[src/hdl/mkde_pkg.sv]
`timescale 1ns / 1ps

package mkde_pkg;

   // Configuration register indexes
   localparam logic [1:0] CSR_CHANNEL_COUNT  = 2'd0;
   localparam logic [1:0] CSR_DEBOUNCE_MS    = 2'd1;
   localparam logic [1:0] CSR_KEY_CODE_TABLE = 2'd2;
   localparam logic [1:0] CSR_PIN_TABLE      = 2'd3;

   localparam logic [7:0] DEBOUNCE_RESET = 8'd25;

   // One sampled key line
   typedef struct packed {
      logic [2:0]  channel;
      logic        level;
      logic        read_failed;
      logic [31:0] time_ms;
      logic        prime;
   } sample_type;

   // Configuration seen by the tracker
   typedef struct packed {
      logic [3:0]  channel_count;
      logic [7:0]  debounce_ms;
      logic [63:0] key_code_table;
      logic [47:0] pin_table;
   } cfg_type;

   // One result
   typedef struct packed {
      logic        event_valid;
      logic        pressed;
      logic [7:0]  key_code;
      logic [6:0]  pin_code;
      logic [31:0] press_total;
      logic [31:0] read_error_total;
   } result_type;

endpackage

[src/hdl/mkde_track.sv]
`timescale 1ns / 1ps

module mkde_track
   import mkde_pkg::*;
#(
   parameter int CHANNELS = 8
) (
   input  logic       clock,
   input  logic       reset,
   input  logic       advance,
   input  sample_type sample,
   input  cfg_type    cfg,
   output result_type result
);

   localparam int CH_W = (CHANNELS > 1) ? $clog2(CHANNELS) : 1;
   localparam logic [3:0] CH_MAX = 4'(CHANNELS);

   // Per-channel state and running counters
   logic [CHANNELS-1:0] raw_ff, raw_in;
   logic [CHANNELS-1:0] stable_ff, stable_in;
   logic [31:0]         change_time_ff [CHANNELS];
   logic [31:0]         change_time_in [CHANNELS];
   logic [31:0]         press_ff, press_in;
   logic [31:0]         error_ff, error_in;

   logic [3:0]      limit;
   logic            in_use;
   logic [CH_W-1:0] idx;
   logic            now_pressed;
   logic [31:0]     elapsed;
   logic            held;
   logic            take;

   assign limit       = (cfg.channel_count > CH_MAX) ? CH_MAX : cfg.channel_count;
   assign in_use      = ({1'b0, sample.channel} < limit);
   assign idx         = sample.channel[CH_W-1:0];
   assign now_pressed = ~sample.level;
   assign elapsed     = sample.time_ms - change_time_ff[idx];
   assign held        = (elapsed >= {24'd0, cfg.debounce_ms});

   // Decision for this sample
   always_comb begin
      raw_in         = raw_ff;
      stable_in      = stable_ff;
      change_time_in = change_time_ff;
      press_in       = press_ff;
      error_in       = error_ff;
      take           = 1'b0;
      if (in_use) begin
         priority if (sample.read_failed) begin
            error_in = error_ff + 32'd1;
         end else if (sample.prime) begin
            raw_in[idx]    = now_pressed;
            stable_in[idx] = now_pressed;
         end else if (now_pressed != raw_ff[idx]) begin
            raw_in[idx]         = now_pressed;
            change_time_in[idx] = sample.time_ms;
         end else if (now_pressed != stable_ff[idx] && held) begin
            stable_in[idx] = now_pressed;
            take           = 1'b1;
            if (now_pressed) begin
               press_in = press_ff + 32'd1;
            end
         end
      end
   end

   // Result fields; codes are zero when nothing is reported
   always_comb begin
      result.event_valid      = take;
      result.pressed          = take & now_pressed;
      result.key_code         = take ? cfg.key_code_table[8*sample.channel +: 8] : 8'd0;
      result.pin_code         = take ? ({1'b0, cfg.pin_table[6*sample.channel +: 6]} + 7'd1)
                                     : 7'd0;
      result.press_total      = press_in;
      result.read_error_total = error_in;
   end

   // State update when the request moves to the result register
   always_ff @(posedge clock) begin
      if (reset) begin
         raw_ff    <= '0;
         stable_ff <= '0;
         press_ff  <= '0;
         error_ff  <= '0;
         for (int i = 0; i < CHANNELS; i++) begin
            change_time_ff[i] <= '0;
         end
      end else if (advance) begin
         raw_ff         <= raw_in;
         stable_ff      <= stable_in;
         press_ff       <= press_in;
         error_ff       <= error_in;
         change_time_ff <= change_time_in;
      end
   end

endmodule

[src/hdl/multi_key_debounce_event_core.sv]
`timescale 1ns / 1ps

// Multi-channel debouncer for active-low key lines.
// Request channel (req_*): one sampled line per request, with channel,
// level (0 = pressed), read-failure flag, millisecond time and prime flag.
// Response channel (rsp_*): exactly one response per request, carrying the
// debounced press/release event (if any) with key code and pin+1, plus the
// running press and read-error totals.
// Both channels handshake with valid/stall; a transfer happens on a rising
// edge with valid high and stall low.
// A request is held in the input register once accepted; the per-channel state
// update is made and its result moves into the response register, raising
// rsp_valid, when that register is free (rsp_valid low or rsp_stall low).
// Throughput: one request per cycle while rsp_stall is low; the per-channel
// read-modify-write of the state is done from the registered state as each request
// advances, so consecutive requests can hit the same channel back to back.
// When rsp_stall is held, the response register and input register fill and
// req_stall rises; nothing is lost.
// csr_* writes registers (channel count, debounce time, key code table, pin
// table); write them only while no request is in flight.
// Reset: synchronous, active high; clears all key state and counters, sets
// channel count to 0 (all samples ignored) and debounce time to 25 ms.
module multi_key_debounce_event_core
   import mkde_pkg::*;
#(
   parameter int CHANNELS = 8
) (
   input  logic        clock,
   input  logic        reset,
   // configuration
   input  logic        csr_write_enable,
   input  logic [1:0]  csr_index,
   input  logic [63:0] csr_wdata,
   // requests
   input  logic        req_valid,
   output logic        req_stall,
   input  logic [2:0]  req_channel,
   input  logic        req_level,
   input  logic        req_read_failed,
   input  logic [31:0] req_time_ms,
   input  logic        req_prime,
   // responses
   output logic        rsp_valid,
   input  logic        rsp_stall,
   output logic        rsp_event_valid,
   output logic        rsp_pressed,
   output logic [7:0]  rsp_key_code,
   output logic [6:0]  rsp_pin_code,
   output logic [31:0] rsp_press_total,
   output logic [31:0] rsp_read_error_total
);

   cfg_type    cfg_ff;
   sample_type sample_ff;
   logic       sample_valid_ff;
   result_type result;
   result_type rsp_ff;
   logic       rsp_valid_ff;
   logic       out_free;
   logic       advance;

   // Configuration registers
   always_ff @(posedge clock) begin
      if (reset) begin
         cfg_ff.channel_count  <= '0;
         cfg_ff.debounce_ms    <= DEBOUNCE_RESET;
         cfg_ff.key_code_table <= '0;
         cfg_ff.pin_table      <= '0;
      end else if (csr_write_enable) begin
         unique case (csr_index)
            CSR_CHANNEL_COUNT:  cfg_ff.channel_count  <= csr_wdata[3:0];
            CSR_DEBOUNCE_MS:    cfg_ff.debounce_ms    <= csr_wdata[7:0];
            CSR_KEY_CODE_TABLE: cfg_ff.key_code_table <= csr_wdata;
            CSR_PIN_TABLE:      cfg_ff.pin_table      <= csr_wdata[47:0];
            default: ;
         endcase
      end
   end

   // Flow control
   assign out_free  = ~rsp_valid_ff | ~rsp_stall;
   assign advance   = sample_valid_ff & out_free;
   assign req_stall = sample_valid_ff & ~out_free;

   // Input register
   always_ff @(posedge clock) begin
      if (reset) begin
         sample_valid_ff <= 1'b0;
      end else if (!req_stall) begin
         sample_valid_ff <= req_valid;
      end
   end

   always_ff @(posedge clock) begin
      if (!req_stall) begin
         sample_ff.channel     <= req_channel;
         sample_ff.level       <= req_level;
         sample_ff.read_failed <= req_read_failed;
         sample_ff.time_ms     <= req_time_ms;
         sample_ff.prime       <= req_prime;
      end
   end

   mkde_track #(
      .CHANNELS(CHANNELS)
   ) u_track (
      .clock  (clock),
      .reset  (reset),
      .advance(advance),
      .sample (sample_ff),
      .cfg    (cfg_ff),
      .result (result)
   );

   // Response register
   always_ff @(posedge clock) begin
      if (reset) begin
         rsp_valid_ff <= 1'b0;
      end else if (out_free) begin
         rsp_valid_ff <= sample_valid_ff;
      end
   end

   always_ff @(posedge clock) begin
      if (advance) begin
         rsp_ff <= result;
      end
   end

   assign rsp_valid            = rsp_valid_ff;
   assign rsp_event_valid      = rsp_ff.event_valid;
   assign rsp_pressed          = rsp_ff.pressed;
   assign rsp_key_code         = rsp_ff.key_code;
   assign rsp_pin_code         = rsp_ff.pin_code;
   assign rsp_press_total      = rsp_ff.press_total;
   assign rsp_read_error_total = rsp_ff.read_error_total;

endmodule

[config.mk]
export PLATFORM = sky130hd
export DESIGN_NAME = multi_key_debounce_event_core
export DESIGN_NICKNAME = d
export VERILOG_FILES = /design/src/hdl/mkde_pkg.sv /design/src/hdl/mkde_track.sv /design/src/hdl/multi_key_debounce_event_core.sv
export SDC_FILE = /design/constraint.sdc
export NUM_CORES = 1
export LEC_CHECK = 0
export BUFFER_PORTS_ARGS = -buffer_cell sky130_fd_sc_hd__buf_4
export CAP_MARGIN = 20
export CORE_ASPECT_RATIO = 1.5
export CORE_UTILIZATION = 55
export DETAILED_ROUTE_END_ITERATION = 16
export HOLD_SLACK_MARGIN = 0.15
export PLACE_DENSITY = 0.74
export SLEW_MARGIN = 30
export SYNTH_ARGS = -nofsm -noshare
export SYNTH_HDL_FRONTEND = slang
export SYNTH_HIERARCHICAL = 1
export SYNTH_SLANG_ARGS = --single-unit
[constraint.sdc]
create_clock -name clock -period 20.9 [get_ports clock]
set_input_delay 4.18 -clock clock [delete_from_list [all_inputs] [get_ports clock]]
set_output_delay 4.18 -clock clock [all_outputs]
set_load 0.1 [all_outputs]
## After elaboration in Yosys (flattened, before gate mapping)

Cells that the tools add are included.

| cells by class | value |
|---|---|
| reductions and logical operators | 13 |
| order comparisons | 7 |
| div/mod/pow operators | 0 |
| equal/unequal tests | 6 |
| $mul | 1 |
| bitwise gates (word level) | 11 |
| shift operators | 2 |
| mux-type cells | 33 |
| $add $sub $neg | 4 |

Operators by type and width:

| kind | count |
|---|---|
| 32-bit two-way mux | 11 |
| 256-bit bitwise mux | 1 |
| 32-bit binary-select mux with 3-bit select | 1 |
| 32-bit demux with 3-bit select | 1 |
| 32-bit by 1-bit adder with 32-bit output (second input constant) | 2 |
| 64-bit by 7-bit indexed part select with 8-bit output | 1 |
| 48-bit by 7-bit indexed part select with 6-bit output | 1 |
| 8-bit two-way mux | 5 |
| 32-bit by 8-bit >= comparator with 1-bit output | 1 |
| 32-bit subtractor | 1 |
| 8-bit bitwise mux | 2 |
| 5-bit AND reduction | 2 |
| 1-bit two-way mux | 8 |
| 2-bit AND reduction | 4 |
| 6-bit by 1-bit adder with 7-bit output (second input constant) | 1 |
| 1-bit binary-select mux with 3-bit select | 2 |
| 1-bit inverter | 6 |
| 2-bit by 3-bit multiplier with 5-bit output (first input constant) | 1 |
| 2-bit equality test (second input constant) | 2 |
| 4-bit >= comparator (second input constant) | 1 |
| 4-bit > comparator (second input constant) | 1 |
| 3-bit by 4-bit < comparator with 1-bit output | 1 |
| 3-bit by 4-bit < comparator with 1-bit output (second input constant) | 1 |
| 4-bit by 1-bit < comparator with 1-bit output (second input constant) | 1 |
| 13 further kinds | 19 |

| storage, ports and cells | value |
|---|---|
| memories | 0 |
| output and inout port bits | 83 |
| bits in writable memories | 0 |
| logic and storage cells | 106 |
| input bits | 109 |
| bits in read-only memories | 0 |
| latch bits | 0 |
| bits in registers | 581 |

## Depth between registers and ports, before layout

| depth | value |
|---|---|
| word-level depth | 13 |
| gate-level depth with buffers | 29 |
| gate-level depth less buffers | 22 |

## By module

The synthesis kept the hierarchy.

By module, submodules not included:

| module | area an instance (µm²) | cells an instance | instances | sequential area each (µm²) |
|---|---|---|---|---|
| mkde_track | 18718.0 | 2495 | 1 | 6726.5 |
| multi_key_debounce_event_core | 8787.2 | 607 | 1 | 6095.8 |

## Least setup slack after synthesis

Ideal clock, no wire load.

| path | value |
|---|---|
| path type | input to register |
| start | in rsp_stall |
| end | reg u_track/change_time_ff[159] in the netlist's numbering |
| data arrival time | 11902 ps |
| setup slack | 8927 ps |
| library setup time | 70 ps |
| path buffers | 3 |
| cell stages on the path | 11 |
| cell sequence | a21boi_0 clkbuf_1 inv_1 nor2_1 nand2_1 or2_2 clkbuf_1 nor2_1 clkbuf_1 nand2_1 a21oi_1 |

| on the way | value |
|---|---|
| cells in the longest elaborated chain, start to end | 4 |

RTL lines:

| element | line | text |
|---|---|---|
| from (decl) | multi_key_debounce_event_core.sv:44 | `input logic rsp_stall,` |
| 1-bit inverter | multi_key_debounce_event_core.sv:81 | `assign out_free = ~rsp_valid_ff \| ~rsp_stall;` |
| 1-bit bitwise OR | multi_key_debounce_event_core.sv:81 |  |
| 1-bit bitwise AND | multi_key_debounce_event_core.sv:82 | `assign advance = sample_valid_ff & out_free;` |
| 5-bit AND reduction (no source line) | n/a |  |
| to (signal assigned) | mkde_track.sv:95 | `change_time_ff <= change_time_in;` |
| to (decl) | mkde_track.sv:22 | `logic [31:0] change_time_ff [CHANNELS];` |

No other way between the ends.
A chain may end at the register's enable or synchronous reset.

## Worst setup path in the final report

| path | value |
|---|---|
| start | in rsp_stall |
| end | out req_stall |

| on the way | value |
|---|---|
| cells in the longest elaborated chain, start to end | 4 |

RTL lines:

| element | line | text |
|---|---|---|
| 1-bit inverter | multi_key_debounce_event_core.sv:81 |  |
| 1-bit bitwise OR | multi_key_debounce_event_core.sv:81 |  |
| 1-bit inverter | multi_key_debounce_event_core.sv:83 | `assign req_stall = sample_valid_ff & ~out_free;` |
| 1-bit bitwise AND | multi_key_debounce_event_core.sv:83 |  |
| to (decl) | multi_key_debounce_event_core.sv:36 | `output logic req_stall,` |

No other way between the ends.

==> impl_metrics.env <==
export IMPL_syn_avg_cell_area_um2=8.87
export IMPL_cts_root_buf="clkbuf_16"
export IMPL_antenna_found_initial=1
export IMPL_yosys_register_bits=581
export IMPL_yosys_warnings=6
export IMPL_hold_depth=2
export IMPL_r2r_end="rsp_press_total[1]"
export IMPL_ys_flop_type="dfxtp_1"
export IMPL_dieArea_um2=50900
export IMPL_numPortBuffers=191
export IMPL_htree_levels=2
export IMPL_syn_nets=3258
export IMPL_coreArea_um2=49500
export IMPL_io_pins=192
export IMPL_hold_ws_ns=0.454
export IMPL_worstPathCellList="buf_4 > nand3_2 > buf_4 > inv_1 > buf_4"
export IMPL_crit_path_end_kind="output port"
export IMPL_vias_per_cell=6.09
export IMPL_hp_start="u_track/change_time_ff[251]"
export IMPL_drt_first_iter_violations=2014
export IMPL_grt_overflow_total=0
export IMPL_cellLeakagePower_uw=0.0110
export IMPL_synthArstFlopShare=0
export IMPL_grt_pass1_vias=22719
export IMPL_routedWlPerCell_um=21.2
export IMPL_gp_congestion=0.946
export IMPL_peakVddDrop_v=0.0000843
export IMPL_chipHeight_um=276
export IMPL_detailed_place_hpwl_um=51400
export IMPL_fin_util=0.627
export IMPL_final_setup_viol_count=0
export IMPL_crit_arrival_ns=5.32
export IMPL_max_slew_margin_rel=0.307
export IMPL_nets=3281
export IMPL_wl_um=81200
export IMPL_via_count=23344
export IMPL_yosysSeqAreaShare=0.466
export IMPL_drc_errors=1
export IMPL_insertion_delay_ns=0.60
export IMPL_syn_instance_count=3102
export IMPL_period_minus_slack_ns=9.50
export IMPL_path_delay_family="buffers and inverters"
export IMPL_power_per_cell_area_nw_per_um2=78.5
export IMPL_grt_max_degree=227
export IMPL_r2r_start="sample_ff[36]"
export IMPL_status="complete, but fails checks"
export IMPL_cts_hold_buf=0
export IMPL_placed_cells_incl_taps=3731
export IMPL_cp_buffers_inverters=4
export IMPL_worstPathMaxFanout=40
export IMPL_worst_path_stages=5
export IMPL_clock_path_buffers=3
export IMPL_crit_path_frequent_cell="buf_4"
export IMPL_max_freq_mhz=105
export IMPL_drv_slew=0
export IMPL_cts_sink_count=581
export IMPL_cts_setup_buffers=0
export IMPL_hold_path_endpoint="u_track/change_time_ff[251]"
export IMPL_r2r_cells=24
export IMPL_grt_pass1_wl_um=124000
export IMPL_ant_nets=0
export IMPL_layout_drive_gt1_share=0.120
export IMPL_start_util=0.555
export IMPL_synth_cell_type_count=88
export IMPL_cts_buffers=54
export IMPL_fp_row_count=100
export IMPL_min_period_over_period=0.455
export IMPL_synth_edf_count=119
export IMPL_path_clk_slew_ns=0.06
export IMPL_hold_viol_final=0
export IMPL_fp_dieW_um=185
export IMPL_holdCritPathClass="reg2reg"
export IMPL_rrSetupSlack_ns=13.36
export IMPL_area_growth_pct=12.9
export IMPL_fin_skew_ns=0.0281
export IMPL_slowest_stage="buf_4"
export IMPL_firstDrtPassIters=13
export IMPL_max_cap_violations=0
export IMPL_tns_ns=0
export IMPL_violations="DRC"
export IMPL_cts_tree="built"
export IMPL_slowest_delay_ns=0.54
export IMPL_grt_total_usage=0.313
export IMPL_rsz0062_at_grt="no"
export IMPL_total_power_uw=2440
export IMPL_fin_cells=3833
export IMPL_worst_pin_slew_ns=1.04
export IMPL_worst_setup_path_start_kind="input port"
export IMPL_worstPathRequired_ns=16.72
export IMPL_netlist_area_um2=27500
export IMPL_cts_repair_resize_count=0
export IMPL_crit_type="in2out"
[Yosys cell counts, drive strengths merged, types with 11 or more instances]
master / number / area (µm²)
nand2b: 201 / 1260
o31ai: 14 / 105
and3: 56 / 355
o21a: 11 / 83.8
dfxtp: 462 / 9250
o22ai: 34 / 213
edfxtp: 119 / 3570
clkbuf: 214 / 842
or3: 18 / 118
a22oi: 99 / 743
ha: 46 / 576
nand4: 36 / 231
a221oi: 31 / 272
nor3: 21 / 105
nand2: 619 / 2320
o21ai: 34 / 174
xnor2: 53 / 464
mux2: 19 / 221
a22o: 30 / 263
nor2b: 29 / 181
a21oi: 328 / 1650
nand3: 61 / 305
a311oi: 11 / 96.3
buf: 41 / 258
or4: 23 / 173
mux2i: 139 / 1390
nor2: 128 / 480
xor2: 54 / 473
inv: 29 / 109
and4: 18 / 163
[cell type report]
class,instances,area (µm²)
diodes,1,2.50
clock buffers,79,1620
clock inverters,21,199
fillers,4181,18500
inverters,29,109
multi-input cells,2237,13600
flip-flops and latches,581,12800
well taps,663,830
repair buffers,222,1820
[report_power, final]
part | internal (µW) | switching, µW
Combinational | 71.4 | 168
Sequential | 1160 | 21.8
Clock | 576 | 435
[cells in the final DEF (no fill, tap or decap), types with 31 or more instances in the layout]
cell / netlist / layout
o22ai_1: 34 / 34
nand3_1: 61 / 59
edfxtp_1: 119 / 119
mux2i_1: 139 / 139
a22oi_1: 99 / 99
nand2_1: 619 / 611
nand2b_1: 201 / 201
nor2_1: 128 / 118
a221oi_1: 31 / 31
a21oi_1: 326 / 326
clkbuf_16: 0 / 58
nand4_1: 35 / 35
xnor2_1: 53 / 53
buf_4: 7 / 209
and3_1: 55 / 55
ha_1: 46 / 46
xor2_1: 54 / 54
dfxtp_1: 462 / 462
[registers in the layout, summed over array words and instances (netlist names)]
register and count:
rsp_pin_code 7, u_track/press_ff 32, rsp_pressed 1, sample_valid_ff 1, rsp_key_code 8, rsp_press_total 32
sample_ff 38, u_track/raw_ff 8, rsp_event_valid 1, u_track/error_ff 32, rsp_valid 1, u_track/change_time_ff 256
cfg_ff 124, rsp_read_error_total 32, u_track/stable_ff 8
[how the worst max path moves through the flow]
stage / startpoint / end
after global placement: rsp_stall / req_stall
after CTS: rsp_stall / req_stall
final: rsp_stall / req_stall
after detailed placement: rsp_stall / req_stall
after floorplan: rsp_stall / u_track/change_time_ff[159]
after global routing: rsp_stall / req_stall
[cell families after synthesis]
group / Yosys count / synth area share
flops: 581 / 0.466
compound gates: 663 / 0.154
fa+ha+maj: 47 / 0.0217
buf+inv: 284 / 0.0439
simple gates: 1262 / 0.221
mux: 158 / 0.0586
xor+xnor: 107 / 0.0341
[worst reg2reg max path: cells and delay by family, from the launching register on]
family | cells | cell delay [ns]
AOI/OAI and AO/OA | 7 | 1.54
DFF | 1 | 0.74
and+or+nand+nor | 10 | 2.73
muxes | 1 | 0.38
buffers and inverters | 3 | 1.04
adders and majority gates | 2 | 0.65
xor gates and xnor gates | 1 | 0.19
[through the flow]
step / worst slack [ns] / area [µm²]
floorplan: 8.93 / 27500
global placement: 11.41 / 29000
detailed placement: 11.39 / 29200
CTS: 11.39 / 31000
global route: 11.32 / 31100
finish: 11.40 / 31100
[layer usage]
layer | vias up | share of wire | global-route usage
met5 | - | 0 | 0
met4 | 0 | 0.063 | 0.189
met3 | 308 | 0.064 | 0.0413
met2 | 986 | 0.50 | 0.561
met1 | 11172 | 0.37 | 0.351
li1 | 10878 | - | -
No activity file was read; power rests on OpenSTA's default activity.
